==> src/sv/fgn_pkg.sv <==
`timescale 1ns / 1ps
// shared types, constants and table functions for the fractal gradient noise block
// no dependencies

package fgn_pkg;

  // default parameter values
  localparam int DEF_MAX_OCTAVES = 16;
  localparam int DEF_COORD_BITS  = 12;
  localparam int DEF_PHASE_BITS  = 10;

  // fixed field widths
  localparam int PIX_W   = 12;
  localparam int SUM_W   = 40;
  localparam int CNT_W   = 6;
  localparam int IDX_W   = 3;
  localparam int CFG_W   = 32;
  localparam int STEP0_W = 24;

  // hash multipliers
  localparam logic [31:0] HASH_M1 = 32'd3284157443;
  localparam logic [31:0] HASH_M2 = 32'd1911520717;
  localparam logic [31:0] HASH_M3 = 32'd2048419325;

  // fixed point constants
  localparam logic [63:0] ONE_Q30     = 64'd1 << 30;
  localparam logic [63:0] HALF_PI_Q30 = 64'd1686629713;
  localparam int          Q14_ONE     = 16384;

  // register reset values
  localparam logic [31:0] RST_SEED      = 32'd999999;
  localparam logic [23:0] RST_BASE_STEP = 24'd10486;
  localparam logic [4:0]  RST_OCT_CNT   = 5'd12;
  localparam logic [15:0] RST_AMP       = 16'd24576;
  localparam logic [15:0] RST_GAIN      = 16'd19661;

  // register indexes
  typedef enum logic [IDX_W-1:0] {
    REG_SEED      = 3'd0,
    REG_BASE_STEP = 3'd1,
    REG_OCT_CNT   = 3'd2,
    REG_AMP       = 3'd3,
    REG_GAIN      = 3'd4
  } fgn_reg_t;

  // gradient quadrants
  typedef enum logic [1:0] {
    QUAD_0 = 2'd0,
    QUAD_1 = 2'd1,
    QUAD_2 = 2'd2,
    QUAD_3 = 2'd3
  } fgn_quad_t;

  typedef struct packed {
    logic [PIX_W-1:0] pixel_x;
    logic [PIX_W-1:0] pixel_y;
  } fgn_in_t;

  typedef struct packed {
    logic signed [15:0] noise_value;
    logic [7:0]         shade;
  } fgn_out_t;

  // request travelling along the octave chain
  typedef struct packed {
    logic [PIX_W-1:0]        pixel_x;
    logic [PIX_W-1:0]        pixel_y;
    logic signed [SUM_W-1:0] sum;
  } fgn_item_t;

  // settings every cell reads
  typedef struct packed {
    logic [31:0]      seed;
    logic [15:0]      start_amp;
    logic [CNT_W-1:0] oct_n;
  } fgn_cfg_t;

  function automatic logic [31:0] rot16(input logic [31:0] v);
    return {v[15:0], v[31:16]};
  endfunction

  // q30 to q14 with rounding, limited to [0, one]
  function automatic logic [14:0] q30_to_q14(input logic signed [63:0] v);
    logic signed [63:0] c;
    logic signed [63:0] r;
    c = (v < 0) ? 64'sd0 : v;
    r = (c + 64'sd32768) >>> 16;
    return (r > 64'sd16384) ? 15'd16384 : 15'(r);
  endfunction

  function automatic logic [63:0] quarter_angle(input int r, input int pb);
    return (64'(r) * HALF_PI_Q30) >> (pb - 2);
  endfunction

  // sine of a quarter wave entry, evaluated at elaboration
  function automatic logic [14:0] grad_sin(input int r, input int pb);
    logic [63:0] th;
    logic [63:0] th2;
    logic [63:0] t;
    th  = quarter_angle(r, pb);
    th2 = (th * th) >> 30;
    t = ONE_Q30 - th2 / 72;
    t = ONE_Q30 - ((th2 * t) >> 30) / 42;
    t = ONE_Q30 - ((th2 * t) >> 30) / 20;
    t = ONE_Q30 - ((th2 * t) >> 30) / 6;
    return q30_to_q14($signed((th * t) >> 30));
  endfunction

  // cosine of a quarter wave entry, evaluated at elaboration
  function automatic logic [14:0] grad_cos(input int r, input int pb);
    logic [63:0] th;
    logic [63:0] th2;
    logic [63:0] t;
    th  = quarter_angle(r, pb);
    th2 = (th * th) >> 30;
    t = ONE_Q30 - th2 / 90;
    t = ONE_Q30 - ((th2 * t) >> 30) / 56;
    t = ONE_Q30 - ((th2 * t) >> 30) / 30;
    t = ONE_Q30 - ((th2 * t) >> 30) / 12;
    return q30_to_q14($signed(ONE_Q30) - $signed(((th2 * t) >> 30) / 2));
  endfunction

endpackage

==> src/sv/fgn_out.sv <==
`timescale 1ns / 1ps
// output stage: gain, saturation, shade and the output register with skid
// depends on fgn_pkg

module fgn_out import fgn_pkg::*; (
  input  logic                    clk,
  input  logic                    rst_n,
  input  logic                    vld_in,
  input  logic signed [SUM_W-1:0] sum_in,
  input  logic [15:0]             gain,
  output logic                    adv,
  output logic                    out_valid,
  input  logic                    out_stall,
  output fgn_out_t                out_data
);

  localparam int PROD_W = SUM_W + 17;

  logic                     v1_r, v2_r, out_v_r, skid_v_r;
  logic signed [PROD_W-1:0] prod_r;
  logic signed [27:0]       v_w;
  logic signed [15:0]       noise_w;
  logic [15:0]              u_w;
  logic [23:0]              sh_w;
  fgn_out_t                 res_r, out_r, skid_r;

  assign adv = !skid_v_r;

  // saturation and shade
  assign v_w = 28'(prod_r >>> 29);
  always_comb begin
    if (v_w > 28'sd16384) begin
      noise_w = 16'(Q14_ONE);
    end else if (v_w < -28'sd16384) begin
      noise_w = -16'(Q14_ONE);
    end else begin
      noise_w = 16'(v_w);
    end
  end
  assign u_w  = 16'(noise_w + 16'(Q14_ONE));
  assign sh_w = {u_w, 8'h00} - 24'(u_w);

  // valid and skid control
  always_ff @(posedge clk) begin
    if (!rst_n) begin
      v1_r     <= 1'b0;
      v2_r     <= 1'b0;
      out_v_r  <= 1'b0;
      skid_v_r <= 1'b0;
    end else if (!skid_v_r) begin
      v1_r <= vld_in;
      v2_r <= v1_r;
      if (out_v_r && out_stall) begin
        skid_v_r <= v2_r;
      end else begin
        out_v_r <= v2_r;
      end
    end else if (!out_stall) begin
      out_v_r  <= 1'b1;
      skid_v_r <= 1'b0;
    end
  end

  // payload
  always_ff @(posedge clk) begin
    if (!skid_v_r) begin
      prod_r            <= sum_in * $signed({1'b0, gain});
      res_r.noise_value <= noise_w;
      res_r.shade       <= sh_w[22:15];
      if (out_v_r && out_stall) begin
        skid_r <= res_r;
      end else begin
        out_r <= res_r;
      end
    end else if (!out_stall) begin
      out_r <= skid_r;
    end
  end

  assign out_valid = out_v_r;
  assign out_data  = out_r;

  a_skid_needs_out: assert property (@(posedge clk) disable iff (!rst_n)
    skid_v_r |-> out_v_r) else $error("skid holds a request with output empty");

  a_noise_range: assert property (@(posedge clk) disable iff (!rst_n)
    out_v_r |-> (out_r.noise_value <= 16'sd16384) && (out_r.noise_value >= -16'sd16384))
    else $error("noise value outside unit range");

  a_zero_shade: assert property (@(posedge clk) disable iff (!rst_n)
    out_v_r && (out_r.noise_value == 16'sd0) |-> out_r.shade == 8'd127)
    else $error("zero noise gives wrong shade");

  a_skid_drains: assert property (@(posedge clk) disable iff (!rst_n)
    skid_v_r && !out_stall |=> !skid_v_r) else $error("skid not drained");

  a_reset_empty: assert property (@(posedge clk)
    !rst_n |=> !out_v_r && !skid_v_r) else $error("output valid after reset");

endmodule

==> config.mk <==
export PLATFORM = sky130hd
export DESIGN_NAME = fgn_out
export DESIGN_NICKNAME = d
export VERILOG_FILES = /design/src/sv/fgn_pkg.sv /design/src/sv/fgn_out.sv
export SDC_FILE = /design/constraint.sdc
export NUM_CORES = 2
export LEC_CHECK = 0
export ABC_CLOCK_PERIOD_IN_PS = 8100
export BUFFER_PORTS_ARGS = -buffer_cell sky130_fd_sc_hd__buf_4
export CAP_MARGIN = 10
export CELL_PAD_IN_SITES_DETAIL_PLACEMENT = 1
export CELL_PAD_IN_SITES_GLOBAL_PLACEMENT = 1
export CORE_AREA = 2 2 224 226
export CTS_BUF_LIST = sky130_fd_sc_hd__clkbuf_2 sky130_fd_sc_hd__clkbuf_4 sky130_fd_sc_hd__clkbuf_8
export DETAILED_ROUTE_END_ITERATION = 12
export DIE_AREA = 0 0 226 228
export PLACE_DENSITY = 0.83
export REMOVE_ABC_BUFFERS = 1
export SLEW_MARGIN = 25
export SYNTH_ARGS = -nofsm -noshare
export SYNTH_HDL_FRONTEND = slang
export SYNTH_SLANG_ARGS = --single-unit
==> constraint.sdc <==
create_clock -name clk -period 8.1 [get_ports clk]
set_input_delay 0.405 -clock clk [delete_from_list [all_inputs] [get_ports clk]]
set_output_delay 0.405 -clock clk [all_outputs]
set_load 0.1 [all_outputs]
### After elaboration in Yosys (flattened, before gate mapping)

Cells that the tools add are included.

* register bits after elaboration: 133
* logic and storage cells: 34
* input bits: 60
* output and inout bits: 26

* equality and inequality tests: 2
* multipliers: 1
* magnitude comparators: 2
* add/subtract/negate cells: 2
* reductions and logical operators: 4
* bitwise gates (word level): 1
* mux-type cells: 11

Operators with widths (number)
* 24-bit 2-to-1 mux: 3
* 40-bit by 17-bit multiplier with 57-bit output: 1
* 16-bit 2-to-1 mux: 2
* 28-bit by 16-bit > comparator with 1-bit output, second input constant: 1
* 28-bit by 15-bit < comparator with 1-bit output, second input constant: 1
* 23-bit by 16-bit subtractor with 23-bit output: 1
* 16-bit adder, second input constant: 1
* 1-bit 2-to-1 mux: 6
* 2-bit != test, second input constant: 2
* 2-bit AND reduction: 2
* 1-bit logical AND: 1
* 1-bit logical NOT: 1
* 1-bit inverter: 1

### Longest topological paths before layout

* depth after elaboration: 5
* gate-level depth with buffers: 23
* depth with buffers taken out: 22

### Worst setup path before layout

OpenSTA, ideal clock, no wires.

* path kind: input port to flip-flop
* start: input gain[2]
* end: register prod_r[52] (data pin)
* slack: 2.114 ns
* required time: 7.841 ns
* setup time: 0.259 ns
* arrival: 5.727 ns
* buffers on the path: 1
* stages: 20
* cell sequence: clkbuf_1 nand2_1 fa_1 fa_1 fa_1 inv_1 fa_1 fa_1 inv_1 fa_1 inv_1 ha_1 a21o_1 a21o_1 a2111oi_0 o211ai_1 a21oi_2 o211ai_1 a21oi_1 xnor2_1

* word-level cells in the longest chain between the ends: 1

Ends and longest elaborated chain
* from (decl): RTL line fgn_out.sv:10 `input logic [15:0] gain,`
* 40-bit by 17-bit multiplier with 57-bit output: RTL line fgn_out.sv:67 `prod_r <= sum_in * $signed({1'b0, gain});`
* to (signal assigned): RTL line fgn_out.sv:67
* to (decl): RTL line fgn_out.sv:20 `logic signed [PROD_W-1:0] prod_r;`

No other way between the ends.
A chain may end at the register's enable or synchronous reset.

### Worst setup path after layout

Ends and elaborated chain as after synthesis.

==> flow_metrics.py <==
metrics = {
    "critical_path": {
        "crit_type": "input pin to flop",
        "cp_max_fo": 40,
        "cp.arrival_ns": 6.89,
        "cp-start-kind": "input pin",
        "cpPeakStageDelay_ns": 0.56,
        "crit_top_cell": "fa_1",
        "cp_slowest_cell": "fa_1",
        "crit_chain": "buf_4, nand2_1, fa_1, fa_1, fa_1, inv_1, fa_1, fa_1, inv_1, fa_1, inv_1, ha_1, a21oi_1, o21ai_0, a2111oi_0, o211ai_1, a21oi_2, o211ai_1, a21oi_1, xnor2_1",
        "cp-end-kind": "flop",
        "cp.required_ns": 8.24,
    },
    "clock_network": {
        "cts_setup_buffers": 0,
        "cts.clk_slew.worst_paths_ns": 0.10,
        "root_buffer": "clkbuf_8",
        "numCtsBuffers": 9,
        "cts_resized": 0,
        "postCtsHoldBufs": 0,
        "cts.path.max_buffers": 2,
        "htree_levels": 3,
        "cts.sinks": 104,
        "clock_latency_ns": 0.38,
        "cts_tree": "yes",
    },
    "finish": {
        "most-common-layout-cells": "inv_1, fa_1, nand2_1, and2_1, ha_1",
        "n_antenna_cell": 0,
        "final.fill_count": 5617,
        "design_area_um2": 26500,
        "drive_gt1_share_pct": 5.39,
        "finalNetCount": 3430,
        "fin_cells": 3308,
        "syn2layout_area_growth_pct": 4.99,
        "layout_commonest_cell": "inv_1",
    },
    "routing": {
        "post_drt_wl_per_cell_um": 21.1,
        "dr.pass1.iters": 5,
        "drt-initial-drc-count": 833,
        "met3_wirelength_mm": 3.48,
        "drc_errors": 0,
        "top_layer_used": "met4",
        "wl_met2_mm": 36.5,
        "vias_per_cell": 5.45,
        "antenna_left": 0,
        "vias": 18000,
        "drt-total-wl_mm": 69.8,
        "m1WireLength_mm": 28.1,
    },
    "sta": {
        "skew_ns": 0.0185,
        "fmax_mhz": 148,
        "period_needed_ns": 6.75,
        "tightest_slew_ns": 0.882,
        "finalSetupViolations": 0,
        "slew_viol_final": 0,
        "hold_viol_final": 0,
        "period_share_pct": 83.4,
        "relSlewSlack_pct": 41.1,
        "rsz0062_at_grt": "false",
        "fin_tns_setup_ns": 0,
    },
    "grt": {
        "grtUsageTotal_pct": 28.8,
        "grt_overflow_total": 0,
        "antenna_found_initial": 1,
        "grt_max_degree": 54,
        "grt_pass1_wl_mm": 116,
        "grt_pass1_vias": 22000,
    },
    "logic_synthesis": {
        "synth_area_per_cell_um2": 9.55,
        "syn_inst": 2649,
        "yosys.cell_types.count": 64,
        "synth_edf_count": 100,
        "synthFlopType": "edfxtp_1",
        "yosys_warnings": 0,
        "syn_area_um2": 25300,
        "ys_ff_latch": 104,
        "async_reset_ff_share_pct": 0,
        "synth_seq_area_share_pct": 12.2,
    },
    "floorplan": {
        "die_height_um": 228,
        "core_area_um2": 49300,
        "rows": 82,
        "start_util_pct": 51.2,
        "io_pins": 86,
        "die_w_um": 226,
        "die_area_um2": 51500,
    },
    "placed_design": {
        "hpwlAfterDp_mm": 55.0,
        "io_buffers": 85,
        "post_dp_cell_area_um2": 26400,
        "place_inst": 3293,
        "globalplace.congestion": 0.851,
    },
    "run_status": {
        "status": "finished clean",
    },
    "worst_hold_path": {
        "worst_hold_path_type": "input pin to flop",
    },
    "flow_run": {
        "cap_violations": 0,
    },
}
==> per-layer routing <==
layer,GRT usage (%),vias to the layer above
li1,-,7715
met1,36.2,9674
met2,51.8,502
met3,3.84,131
met4,8.32,0
met5,0,-
==> critical path, delay by kind of cell <==
kind | cells | cell delay [ns]
simple gates | 1 | 0.17
xor+xnor | 1 | 0.09
compound gates | 7 | 2.09
buf+inv | 4 | 0.68
fa+ha+maj | 7 | 3.42
==> area by class of cell <==
cell class | instances | area (um^2) | share of cell area, %
repair buffers | 86 | 646 | 2.43
clock inverters | 6 | 68.8 | 0.259
multi-input cells | 1747 | 19200 | 72.4
well taps | 672 | 841 | 3.17
flip-flops and latches | 104 | 3080 | 11.6
clock buffers | 9 | 124 | 0.467
inverters | 684 | 2570 | 9.68
==> registers in the layout, indices dropped and copies added (netlist names) <==
register,flops
skid_r,24
v1_r,1
skid_v_r,1
v2_r,1
prod_r,28
out_data,24
out_valid,1
res_r,24
==> stage by stage <==
stage	setup WS, ns	utilization (%)	hold slack [ns]
after floorplan	2.32	-	0.422
after global placement	1.35	53.4	0.438
after detailed placement	1.08	53.4	0.445
after CTS	1.47	53.8	0.267
after global routing	0.920	53.8	0.287
final	1.35	53.8	0.278
==> cell families after synthesis <==
| logic type | after synthesis | share of synthesized area (%) |
|---|---|---|
| buffers and inverters | 798 | 11.9 |
| and+or+nand+nor | 781 | 14.9 |
| adders and majority gates | 738 | 54.3 |
| AOI/OAI and AO/OA | 164 | 4.19 |
| DFF | 104 | 12.2 |
| xor gates and xnor gates | 37 | 1.28 |
| muxes | 27 | 1.19 |
==> synth_stat cells, drive strengths merged (20+ instances only) <==
cell | number | area (um^2)
a21o | 20 | 150
a21oi | 53 | 269
and2 | 251 | 1570
clkbuf | 109 | 409
edfxtp | 100 | 3000
fa | 599 | 12000
ha | 139 | 1740
inv | 684 | 2570
mux2 | 25 | 282
nand2 | 432 | 1620
nor2 | 23 | 91.3
o21ai | 35 | 175
xnor2 | 29 | 254
==> final timing paths <==
path | start | endpoint | slack, ns | depth (start not counted)
max | gain[2] | prod_r[52] | 1.35 | 20
min | rst_n | v1_r | 0.28 | 2
max reg2reg | prod_r[38] | res_r[4] | 3.36 | 15
min reg2reg | res_r[6] | skid_r[6] | 0.45 | 0
Power is not shown: default switching activity piles up to over one toggle a cycle in this logic, so the estimate is an artifact.
